## src/rtl/message_fifo_with_truncation_unit_assert.svh

```systemverilog
// assertion macros for the message fifo with truncation unit
`ifndef MESSAGE_FIFO_WITH_TRUNCATION_UNIT_ASSERT_SVH
`define MESSAGE_FIFO_WITH_TRUNCATION_UNIT_ASSERT_SVH

`ifndef SYNTHESIS

// same-cycle implication
`define MFIFO_ASSERT_IMPL(label, clk, rst, pre, post) \
   label: assert property (@(posedge clk) disable iff (rst) (pre) |-> (post)) \
      else $error("mfifo same-cycle check failed");

// next-cycle implication
`define MFIFO_ASSERT_NEXT(label, clk, rst, pre, post) \
   label: assert property (@(posedge clk) disable iff (rst) (pre) |=> (post)) \
      else $error("mfifo next-cycle check failed");

`else

`define MFIFO_ASSERT_IMPL(label, clk, rst, pre, post)
`define MFIFO_ASSERT_NEXT(label, clk, rst, pre, post)

`endif

`endif

```

## src/rtl/mfifo_pkg.sv

```systemverilog
// shared constants, codes and controller/datapath types
package mfifo_pkg;

   localparam int FIFO_DEPTH = 16;
   localparam int ELEM_BYTES = 32;

   localparam int SLOT_W    = $clog2(FIFO_DEPTH);
   localparam int COUNT_W   = $clog2(FIFO_DEPTH + 1);
   localparam int BYTE_W    = (ELEM_BYTES > 1) ? $clog2(ELEM_BYTES) : 1;
   localparam int LEN_W     = $clog2(ELEM_BYTES + 1);
   localparam int MEM_DEPTH = FIFO_DEPTH * ELEM_BYTES;
   localparam int MEM_AW    = $clog2(MEM_DEPTH);

   // fixed field widths
   localparam int CFG_W      = 6;
   localparam int DATA_W     = 8;
   localparam int RCOUNT_W   = 16;
   localparam int STATUS_W   = 2;
   localparam int MSG_LEN_W  = 6;

   localparam logic [CFG_W-1:0] MAX_BYTES_RESET = CFG_W'(32);

   localparam logic [STATUS_W-1:0] STATUS_OK    = 2'd0;
   localparam logic [STATUS_W-1:0] STATUS_FULL  = 2'd1;
   localparam logic [STATUS_W-1:0] STATUS_EMPTY = 2'd2;

   localparam logic OP_WRITE = 1'b0;
   localparam logic OP_READ  = 1'b1;

   typedef enum logic [2:0] {
      ST_IDLE  = 3'b001,
      ST_FETCH = 3'b010,
      ST_EMIT  = 3'b100
   } ctrl_state_type;

   typedef struct packed {
      logic write_byte;
      logic read_empty;
      logic read_none;
      logic read_start;
      logic fetch_next;
      logic emit_byte;
      logic free_slot;
   } dp_cmd_type;

   typedef struct packed {
      logic queue_empty;
      logic read_none;
      logic emit_last;
      logic out_free;
   } dp_status_type;

endpackage

```

## src/rtl/mfifo_ctrl.sv

```systemverilog
// controller state machine: sequences write beats and read bursts
module mfifo_ctrl
   import mfifo_pkg::*;
(
   input  logic           clock,
   input  logic           reset,
   input  logic           req_valid,
   input  logic           req_op,
   output logic           req_ready,
   input  dp_status_type  sts,
   output dp_cmd_type     cmd,
   output ctrl_state_type state
);

   ctrl_state_type state_ff, state_in;

   always_comb begin
      cmd       = '0;
      state_in  = state_ff;
      req_ready = 1'b0;
      unique case (state_ff)
         ST_IDLE: begin
            req_ready = sts.out_free;
            if (req_valid && sts.out_free) begin
               if (req_op == OP_WRITE) begin
                  cmd.write_byte = 1'b1;
               end else if (sts.queue_empty) begin
                  cmd.read_empty = 1'b1;
               end else if (sts.read_none) begin
                  cmd.read_none = 1'b1;
                  cmd.free_slot = 1'b1;
               end else begin
                  cmd.read_start = 1'b1;
                  state_in       = ST_FETCH;
               end
            end
         end
         ST_FETCH: begin
            state_in = ST_EMIT;
         end
         ST_EMIT: begin
            if (sts.out_free) begin
               cmd.emit_byte = 1'b1;
               if (sts.emit_last) begin
                  cmd.free_slot = 1'b1;
                  state_in      = ST_IDLE;
               end else begin
                  cmd.fetch_next = 1'b1;
               end
            end
         end
         default: begin
            state_in = ST_IDLE;
         end
      endcase
   end

   always_ff @(posedge clock) begin
      if (reset) begin
         state_ff <= ST_IDLE;
      end else begin
         state_ff <= state_in;
      end
   end

   assign state = state_ff;

endmodule

```

## config.mk

```make
export PLATFORM = sky130hd
export DESIGN_NAME = mfifo_ctrl
export DESIGN_NICKNAME = d
export VERILOG_FILES = /design/src/rtl/message_fifo_with_truncation_unit_assert.svh /design/src/rtl/mfifo_pkg.sv /design/src/rtl/mfifo_ctrl.sv
export SDC_FILE = /design/constraint.sdc
export NUM_CORES = 1
export LEC_CHECK = 0
export BUFFER_PORTS_ARGS = -buffer_cell sky130_fd_sc_hd__buf_2
export CAP_MARGIN = 20
export CORE_AREA = 4 4 41 43
export CTS_BUF_LIST = sky130_fd_sc_hd__clkbuf_2
export CTS_CLUSTER_DIAMETER = 100
export DETAILED_ROUTE_END_ITERATION = 12
export DIE_AREA = 0 0 45 47
export GPL_TIMING_DRIVEN = 0
export PLACE_DENSITY_LB_ADDON = 0.1
export SYNTH_ARGS = -nofsm -noshare
export SYNTH_HDL_FRONTEND = slang
export SYNTH_SLANG_ARGS = --single-unit
```

## constraint.sdc

```tcl
create_clock -name clock -period 2.6 [get_ports clock]
set_input_delay 0.52 -clock clock [delete_from_list [all_inputs] [get_ports clock]]
set_output_delay 0.52 -clock clock [all_outputs]
set_load 0.02 [all_outputs]
```

==> flow_metrics.env <==
export IMPL_synthFlopType="dfxtp_1"
export IMPL_fin_skew_ns=0.003678
export IMPL_max_freq_mhz=526.2
export IMPL_yosys_area_top_type="dfxtp_1"
export IMPL_yosysMostFrequentCell="dfxtp_1"
export IMPL_grt_pass1_vias=224
export IMPL_netlist_area_leader_share=0.2712
export IMPL_die_area_sq_um=2115
export IMPL_synthTopCellsByArea="dfxtp_1 27%, nand4bb_4 12%, nor4b_4 11%"
export IMPL_path_delay_family="simple AND/OR/NAND/NOR gates"
export IMPL_synth_compound_area_frac=0.1017
export IMPL_final_cells=58
export IMPL_synth_edf_count=0
export IMPL_drc=0
export IMPL_pwr_share_clk=0.469
export IMPL_worst_setup_path_start_kind="flip-flop"
export IMPL_switching_power_mw=0.03739
export IMPL_rsz0062_at_grt="false"
export IMPL_max_cap_viol_count=0
export IMPL_cts_buffer_depth=2
export IMPL_antenna_left=0
export IMPL_placed_cells_incl_taps=54
export IMPL_boundaryPins=19
export IMPL_htree_levels=1
export IMPL_clkTransAtPathRegs_ns=0.04
export IMPL_final_nets=52
export IMPL_place_congestion=0.7212
export IMPL_root_buffer="clkbuf_2"
export IMPL_diodes=0
export IMPL_synth_seq_cells=3
export IMPL_synth_warnings=0
export IMPL_wire_per_inst_microns=11.64
export IMPL_hold_class="in -> reg"
export IMPL_numCtsBuffers=3
export IMPL_worst_ir_drop_vdd_mv=0.1764
export IMPL_postCtsSetupBuffers=0
export IMPL_leakage_nw=0.1880
export IMPL_arrival_ns=1.38
export IMPL_globalRouteOverflowTotal=0
export IMPL_yosys_area_share_simple=0.5480
export IMPL_routed_wl_microns=675
export IMPL_clkSinkCount=3
export IMPL_critPathRequiredTime_ns=2.08
export IMPL_finalWorstSetupSlack_ns=0.6997
export IMPL_relSlewSlack=0.8137
export IMPL_die_h_microns=47
export IMPL_drive_above_1_share=0.5814
export IMPL_synthCells=21
export IMPL_netlist_area_sq_um=221.5
export IMPL_grt_max_degree=7
export IMPL_async_flop_share=0
export IMPL_core_area_sq_um=1301
export IMPL_first_pass_iters=2
export IMPL_io_buffers=18
export IMPL_status="complete, no violations"
export IMPL_routed_via_density=4.017
export IMPL_ctsHoldBuffers=0
export IMPL_crit_chain="nand4bb_4, nor4b_4, a21o_1, buf_2"
export IMPL_tns_ns=0
export IMPL_power_frac_seq=0.348
export IMPL_layout_min_cycle_time_ns=1.900
export IMPL_row_count=13
export IMPL_tritoncts="yes"
export IMPL_synth_cell_type_count=17
export IMPL_clock_latency_ns=0.20
export IMPL_dr_first_iter_drc_count=4
export IMPL_p_int_mw=0.09757
export IMPL_slowest_stage="dfxtp_1"
export IMPL_cp_max_fo=6
export IMPL_grt_pass1_wl_microns=959
export IMPL_max_stage_delay_ns=0.33
export IMPL_ctsResizeCount=0
export IMPL_maxSlewViolCount=0
export IMPL_post_route_period_util=0.7309
export IMPL_final_hold_viol_count=0
export IMPL_cellPowerDensity_nw_per_um2=385.2
export IMPL_n_fill_cell=159
export IMPL_grt_total_usage=0.06872
export IMPL_critPathCaptureType="output pin"
export IMPL_initial_utilization=0.1702
export IMPL_worst_slew_pin_slew_ns=0.2787
export IMPL_largest_register_ffs=3
export IMPL_synth_avg_cell_area_sq_um=10.55
export IMPL_synth_top_family_by_area="simple AND/OR/NAND/NOR gates"
export IMPL_combPwrFrac=0.183
export IMPL_muxShareOfSynthArea=0.04520
export IMPL_vias=233
export IMPL_worstSetupPathType="reg -> out"
export IMPL_area_growth_pct=58.19
export IMPL_syn_nets=29
export IMPL_synth_xor_area_frac=0
export IMPL_finalSetupViolations=0
export IMPL_synth_seq_area_share=0.2712
export IMPL_synthAdderAreaFrac=0
export IMPL_cp_num_buf_inv=1
export IMPL_switching_share=0.2771
export IMPL_synth_common_cells="3 x dfxtp_1, 2 x inv_1, 2 x nor2_1"
export IMPL_grt_antenna_before_repair=0
export IMPL_die_w_microns=45
export IMPL_dp_slack_ns=0.6966
-- final timing paths --
| path | startpoint | to | slack [ns] | depth (start not counted) |
|---|---|---|---|---|
| worst min register to register | state[0] | state[0] | 0.63 | 2 |
| worst min-delay path | reset | state[1] | 0.52 | 2 |
| worst max register to register | state[2] | state[0] | 1.44 | 3 |
| worst max-delay path | state[2] | cmd[0] | 0.70 | 4 |
-- kinds of logic after synthesis --
| logic type | after synthesis |
|---|---|
| DFF | 3 |
| muxes | 1 |
| and+or+nand+nor | 12 |
| buffers and inverters | 2 |
| AOI/OAI and AO/OA | 3 |
-- power groups by stage --
| stage | Sequential [mW] | Combinational, mW | Clock, mW |
|---|---|---|---|
| 3_5_place_dp | 0.0477 | 0.0252 | 0 |
| 2_1_floorplan | 0.0480 | 0.0124 | 0 |
| 4_1_cts | 0.0470 | 0.0252 | 0.0678 |
| 5_1_grt | 0.0468 | 0.0269 | 0.0745 |
| 6_report | 0.0470 | 0.0247 | 0.0633 |
| 3_3_place_gp | 0.0477 | 0.0245 | 0 |
-- through the flow --
stage	hold WS [ns]	power (mW)	instance area, sq um	util
5_1_grt	0.4990	0.1482	350.3	0.2692
3_3_place_gp	0.6166	0.07216	330.3	0.2538
2_1_floorplan	0.5986	0.06044	221.5	-
6_report	0.5201	0.1350	350.3	0.2692
3_5_place_dp	0.6374	0.07291	330.3	0.2538
4_1_cts	0.5017	0.1400	350.3	0.2692
-- final cells by class --
class	count	area [sq um]	share of cell area
multi-input cells	16	153.9	0.4393
repair buffers	18	90.09	0.2571
flip-flops and latches	3	60.06	0.1714
clock buffers	4	20.02	0.05714
well taps	15	18.77	0.05357
inverters	2	7.507	0.02143
-- routing by layer --
layer	share of wire	vias up	GRT usage
met5	0	-	0
met1	0.38	99	0.06818
li1	-	123	-
met4	0	0	0.05263
met3	0.13	0	0.04981
met2	0.49	11	0.09887
-- cells in the final DEF (no fill, tap or decap), types with 2 or more instances in the layout --
cell type / instances
clkbuf_2: 4
buf_2: 18
dfxtp_1: 3
nor2_1: 2
inv_1: 2
No activity file was read; power rests on OpenSTA's default activity.
